==> config.mk <==
export PLATFORM = sky130hd
export DESIGN_NAME = s20x_fifo
export DESIGN_NICKNAME = d
export VERILOG_FILES = /design/src/hdl/s20x_pkg.sv /design/src/hdl/s20x_fifo.sv
export SDC_FILE = /design/constraint.sdc
export NUM_CORES = 1
export LEC_CHECK = 0
export BUFFER_PORTS_ARGS = -buffer_cell sky130_fd_sc_hd__buf_2
export CAP_MARGIN = 20
export CORE_UTILIZATION = 47
export CTS_BUF_LIST = sky130_fd_sc_hd__clkbuf_8
export CTS_CLUSTER_SIZE = 10
export DETAILED_ROUTE_END_ITERATION = 12
export PLACE_DENSITY_LB_ADDON = 0.15
export SETUP_SLACK_MARGIN = 0.2
export SLEW_MARGIN = 20
export SYNTH_ARGS = -nofsm -noshare
export SYNTH_HDL_FRONTEND = slang
export SYNTH_SLANG_ARGS = --single-unit
==> constraint.sdc <==
create_clock -name i_clk -period 1.2 [get_ports i_clk]
set_clock_uncertainty 0.05 [all_clocks]
set_input_delay 0.24 -clock i_clk [delete_from_list [all_inputs] [get_ports i_clk]]
set_output_delay 0.24 -clock i_clk [all_outputs]
set_load 0.005 [all_outputs]
==> src/hdl/s20x_pkg.sv <==
// ----------------------------------------------------------------------------
// s20x_pkg
// Shared types, constants and round functions for the Salsa20 keystream core.
// ----------------------------------------------------------------------------
package s20x_pkg;

    localparam int S20X_ROUNDS = 20;
    localparam int S20X_IDX_W  = 3;
    localparam int S20X_CFG_W  = 64;

    localparam logic [31:0] SIGMA_0 = 32'h61707865;
    localparam logic [31:0] SIGMA_1 = 32'h3320646e;
    localparam logic [31:0] SIGMA_2 = 32'h79622d32;
    localparam logic [31:0] SIGMA_3 = 32'h6b206574;

    typedef enum logic [S20X_IDX_W-1:0] {
        REG_KEY_Q0 = 3'd0,
        REG_KEY_Q1 = 3'd1,
        REG_KEY_Q2 = 3'd2,
        REG_KEY_Q3 = 3'd3,
        REG_NONCE  = 3'd4
    } t_reg_idx;

    typedef logic [15:0][31:0] t_words;
    typedef logic [3:0][31:0]  t_quad;

    typedef struct packed {
        logic start;
        logic abort;
    } t_gen_req;

    function automatic logic [31:0] f_rotl(logic [31:0] v, int n);
        return (v << n) | (v >> (32 - n));
    endfunction

    function automatic t_quad f_qr(t_quad q);
        t_quad o;
        o = q;
        o[1] = o[1] ^ f_rotl(o[0] + o[3], 7);
        o[2] = o[2] ^ f_rotl(o[1] + o[0], 9);
        o[3] = o[3] ^ f_rotl(o[2] + o[1], 13);
        o[0] = o[0] ^ f_rotl(o[3] + o[2], 18);
        return o;
    endfunction

    // column pass when row is low, row pass otherwise
    function automatic t_words f_pass(t_words w, logic row);
        t_words o;
        t_quad  q0;
        t_quad  q1;
        t_quad  q2;
        t_quad  q3;
        o = w;
        if (!row) begin
            q0 = f_qr({w[12], w[8], w[4], w[0]});
            q1 = f_qr({w[1], w[13], w[9], w[5]});
            q2 = f_qr({w[6], w[2], w[14], w[10]});
            q3 = f_qr({w[11], w[7], w[3], w[15]});
            {o[12], o[8], o[4], o[0]}   = q0;
            {o[1], o[13], o[9], o[5]}   = q1;
            {o[6], o[2], o[14], o[10]}  = q2;
            {o[11], o[7], o[3], o[15]}  = q3;
        end else begin
            q0 = f_qr({w[3], w[2], w[1], w[0]});
            q1 = f_qr({w[4], w[7], w[6], w[5]});
            q2 = f_qr({w[9], w[8], w[11], w[10]});
            q3 = f_qr({w[14], w[13], w[12], w[15]});
            {o[3], o[2], o[1], o[0]}     = q0;
            {o[4], o[7], o[6], o[5]}     = q1;
            {o[9], o[8], o[11], o[10]}   = q2;
            {o[14], o[13], o[12], o[15]} = q3;
        end
        return o;
    endfunction

endpackage

==> src/hdl/s20x_fifo.sv <==
// ----------------------------------------------------------------------------
// s20x_fifo
// Two-entry front queue holding accepted message beats.
// ----------------------------------------------------------------------------
module s20x_fifo
    import s20x_pkg::*;
(
    input  logic       i_clk,
    input  logic       i_rst_n,
    input  logic       i_push,
    input  logic [8:0] i_data,
    output logic       o_full,
    input  logic       i_pop,
    output logic       o_empty,
    output logic [8:0] o_data
);
    logic [1:0][8:0] r_mem;
    logic            r_wp;
    logic            r_rp;
    logic [1:0]      r_cnt;
    logic [1:0]      n_cnt;

    assign o_full  = (r_cnt == 2'd2);
    assign o_empty = (r_cnt == 2'd0);
    assign o_data  = r_mem[r_rp];

    always_comb begin
        n_cnt = r_cnt;
        if (i_push && !i_pop) n_cnt = r_cnt + 2'd1;
        if (!i_push && i_pop) n_cnt = r_cnt - 2'd1;
    end

    always_ff @(posedge i_clk) begin
        if (!i_rst_n) begin
            r_wp  <= 1'b0;
            r_rp  <= 1'b0;
            r_cnt <= 2'd0;
        end else begin
            r_cnt <= n_cnt;
            if (i_push) r_wp <= ~r_wp;
            if (i_pop) r_rp <= ~r_rp;
        end
    end

    always_ff @(posedge i_clk) begin
        if (i_push) r_mem[r_wp] <= i_data;
    end
endmodule

# --- Word level (Yosys, flattened, before mapping) ---
# Cells that the tools add are included.
totals:
  elab_cells: 27
  input_bits: 13
  regBits: 22
  output_inout_bits: 11
op_classes:
  n_addsub: 2
  magnitude_cmp: 3
  mux: 7
  bitwise_logic: 2
  eq_ne: 1
  n_reduce_logical: 7
ops:
  columns: ["op", "count"]
  rows:
  - ["9-bit two-way mux", 3]
  - ["18-bit bitwise mux", 1]
  - ["9-bit demux with 1-bit select", 1]
  - ["1-bit by 2-bit less-than comparator with 1-bit output, second input constant", 2]
  - ["2-bit two-way mux", 2]
  - ["1-bit logical AND", 3]
  - ["2-bit by 1-bit adder with 2-bit output, second input constant", 1]
  - ["2-bit == test, second input constant", 1]
  - ["1-bit logical NOT", 2]
  - ["2-bit logical NOT", 1]
  - ["1-bit inverter", 2]
  - ["2-bit nonzero test", 1]
  - ["2-bit by 1-bit subtractor with 2-bit output, second input constant", 1]
  - ["1-bit >= comparator, second input constant", 1]

# --- Longest topological paths before layout ---
depth:
  word_depth: 5
  mapped_depth: 5

# --- Least setup slack after synthesis ---
# No wires, ideal clock.
synth_path:
  path_type: "reg-to-reg"
  start: "reg r_wp (netlist name)"
  end: "reg r_mem[0] (netlist bit), enable pin"
  path_stages_with_launch: 2
  arrival_time_ns: 0.750
  n_path_buf: 0
  setup_slack_ns: 0.024
  synth_period_minus_slack_ns: 1.176
  t_required_ns: 0.774
  path_cell_list: "dfxtp_1 > nor2_1"
synth_rtl:
  columns: ["element", "line_no", "rtl"]
  rows:
  - ["end signal, assigned by index", "s20x_fifo.sv:46", "if (i_push) r_mem[r_wp] <= i_data;"]
  - ["end, declared", "s20x_fifo.sv:17", "logic [1:0][8:0] r_mem;"]

# --- Final worst setup path ---
layout_path:
  start: "reg r_rp"
  end: "out o_data[4]"
layout_via:
  elab_chain_cells: 2
layout_rtl:
  columns: ["element", "line_no", "rtl"]
  rows:
  - ["start, declared", "s20x_fifo.sv:19", "logic r_rp;"]
  - ["start signal, assigned", "s20x_fifo.sv:41", "if (i_pop) r_rp <= ~r_rp;"]
  - ["9-bit two-way mux (not written as such) (2 in a row)", "s20x_fifo.sv:25", "assign o_data = r_mem[r_rp];"]
  - ["end, declared", "s20x_fifo.sv:15", "output logic [8:0] o_data"]
# Every way passes these cells. The select of a mux whose other input is x is not followed.

==> out/qor.txt <==
routed wl met3 = 51 um
Non-Filler Instances = 100
Final min period = 1.441 ns
Die Y = 44.20 um
Hold Path End = r_mem[1]
Worst EP arrival = 1.15 ns
dpl cell area = 1055 um^2
Via-to-Cell Ratio = 5.020
Max clock buf depth = 2
first-pass detailed-route iteration total = 10
setup slack, reg-to-reg = -0.02 ns
status = complete, but fails checks
placed instance count = 89
mux share of post-synthesis cell area = 12.11%
# DRC = 1
cell count of the worst reg-to-reg path = 6
total CTS buffers = 3
Leakage = 0.5207 nW
CP required = 0.91 ns
Syn Inst Count = 48
cell mode on critical path = buf_6
post-route cell area = 1244 um^2
Max H-tree Level = 1
IO Pins = 24
Num Clock Sinks = 22
pin count of the biggest net entering global routing = 13
nets@finish = 99
Yosys warnings = 0
Tot GR Track Use = 15.26%
Tcrit/Tclk final = 120.1%
startpoint types = flop
RSZ-0062 raised after global routing = yes
Root Driver = clkbuf_8
Clock Latency Late Sink = 0.25 ns
core box area = 1577 um^2
Synth area leader = edfxtp_1
Rel. slew slack = 90.97%
number of library cell types mapped by synthesis = 16
fin. max-slew vios = 0
hold path start = i_data[1]
GRT Residual Overflow = 0
Max VDD drop = 1.064 mV
initial antenna violation count = 0
proportion of layout cells with a drive suffix above 1 = 65.48%
Reg2Reg Launch Point = r_rp
Synth Area in Compound Gates = 2.392%
DRT iter0 DRCs = 6
Synth top area share = 64.57%
Core Util, Final = 78.89%
Hold Path Stages = 1
Routed WL per cell = 13.01 um
hpwl dp = 829.2 um
vias in the first global route = 495
Die Wd = 44.20 um
antenna fix cells = 0
setup violators final = 10
I/O Buffers = 23
failing checks = design-rule violations, negative setup slack
DR top layer = met3
final hold vios = 0
number of hold buffers added after cts = 0
min-delay worst type = in -> reg
Area Overhead vs Synth = 48.58%
TritonCTS clock tree = built
Synth Area per Inst = 17.44 um^2
overall power = 1.673 mW
Reg clk slew, reported paths = 0.07 ns
register area share after synthesis = 74.14%
metal2 WL = 689 um
Yosys reg bits = 22
cell family with most CP delay = flip-flops
crit path max-delay cell type = dfxtp_4
synthesized netlist net count = 62
setup ws final = -0.2407 ns
Setup crit end kind = primary output
r2r endpoint = r_rp
post-route antenna net violation count = 0
main combinational cell family by area after synthesis = multiplexers
CP max FO = 5
first-pass GRT wire length = 2.049 mm
xor and xnor area share after synthesis = 3.139%
critical-path cell list = buf_6 > mux2_4 > buf_6
Post-Syn Area = 837.1 um^2
CP bufs+invs = 2
pwr dens = 1345 nW/um^2
crit path kind = reg -> out
Initial Util = 53.10%
worst slew pin tran = 0.1340 ns
largest cells by area after synthesis = edfxtp_1 (65%), mux2_2 (12%), dfxtp_1 (9.6%)
FMAX = 0.6941 GHz
CP peak stage delay = 0.36 ns
Max-Cap Viols = 0
total number of vias = 502
routability cong. = 0.6607
Post-Synth Simple-Gate Area = 5.680%
Post-Synth Adder-Cell Area = 1.495%
Metal-1 WL = 560 um
standard-cell row count = 14
Die ar. = 1954 um^2
total wire length = 1.301 mm
synthesized netlist by cell type:
| cell | instances |
|---|---|
| edfxtp_1 | 18 |
| mux2_2 | 9 |
| dfxtp_1 | 4 |
| and2_1 | 3 |
| nor2_1 | 2 |
| xnor2_1 | 2 |
| a21boi_1 | 1 |
| and2b_2 | 1 |
| buf_2 | 1 |
| ha_1 | 1 |
| inv_1 | 1 |
| nor2b_1 | 1 |
| o21a_1 | 1 |
| o21ai_0 | 1 |
| or3_1 | 1 |
| xor2_1 | 1 |
per-layer routing:
layer,up-vias,track usage [%]
li1,247,-
met1,239,17.96
met2,16,27.06
met3,0,3.673
met4,0,5.455
met5,-,0
what timing repair did:
action	in CTS	in global routing
pin swaps	3	1
buffers inserted	5	2
setup endpoints to repair	22	28
resized for setup	15	6
area by class of cell:
class	count	area [um^2]
sequential	22	628.1
fill	97	332.8
timing repair buffer	33	277.8
multi-input combinational	24	266.5
clock buffer	3	41.29
tap	16	20.02
inverter	1	6.256
clock inverter	1	3.754
placed cells by master, fill, tap and decap left out, drive strengths merged:
| cell | count |
|---|---|
| dfxtp | 4 |
| xor2 | 1 |
| o21ai | 1 |
| ha | 1 |
| nor2b | 1 |
| and2b | 1 |
| nor2 | 2 |
| xnor2 | 2 |
| o21a | 1 |
| or3 | 1 |
| edfxtp | 18 |
| and2 | 3 |
| buf | 33 |
| inv | 2 |
| mux2 | 9 |
| clkbuf | 3 |
| a21boi | 1 |
worst max path at each step:
stage / startpoint / slack, ns / to / cells past startpoint
CTS: r_rp / -0.25 / o_data[6] / 3
detailed placement: r_rp / -0.06 / o_data[6] / 2
floorplan: r_rp / 0.16 / o_data[0] / 2
global route: r_rp / -0.28 / o_data[2] / 3
global placement: r_rp / -0.05 / o_data[6] / 2
finish: r_rp / -0.24 / o_data[4] / 3
sequential cells by signal, indices dropped and copies added, names as in the netlist:
signal and flops:
r_wp 1, r_mem 18, r_cnt 2, r_rp 1
cells by family after synthesis:
group | count (synthesis)
compound gates | 3
simple gates | 8
buf+inv | 2
fa+ha+maj | 1
mux | 9
flops | 22
xor+xnor | 3
worst register-to-register path, stage by stage (launching register included):
cell     delay (ns)
dfxtp_4        0.35
buf_6          0.13
buf_4          0.13
buf_6          0.11
buf_6          0.10
xor2_1         0.12
and2_1         0.13
metrics by stage:
stage	hold WS (ns)	setup WS (ns)	TNS [ns]
after CTS	0.1161	-0.2473	-2.208
after global routing	0.1113	-0.2785	-2.541
after floorplan	0.2889	0.1576	0
after detailed placement	0.3814	-0.05641	-0.4832
after global placement	0.3780	-0.04574	-0.3529
final	0.1205	-0.2407	-2.156
where the power goes:
group	total [mW]	internal [mW]	switching (mW)	leakage (nW)
clock network	0.435	0.227	0.208	0.0269
logic	0.338	0.223	0.114	0.290
registers	0.900	0.879	0.0216	0.204
total	1.67	1.33	0.344	0.521
Power figures use the tool's default switching activity.
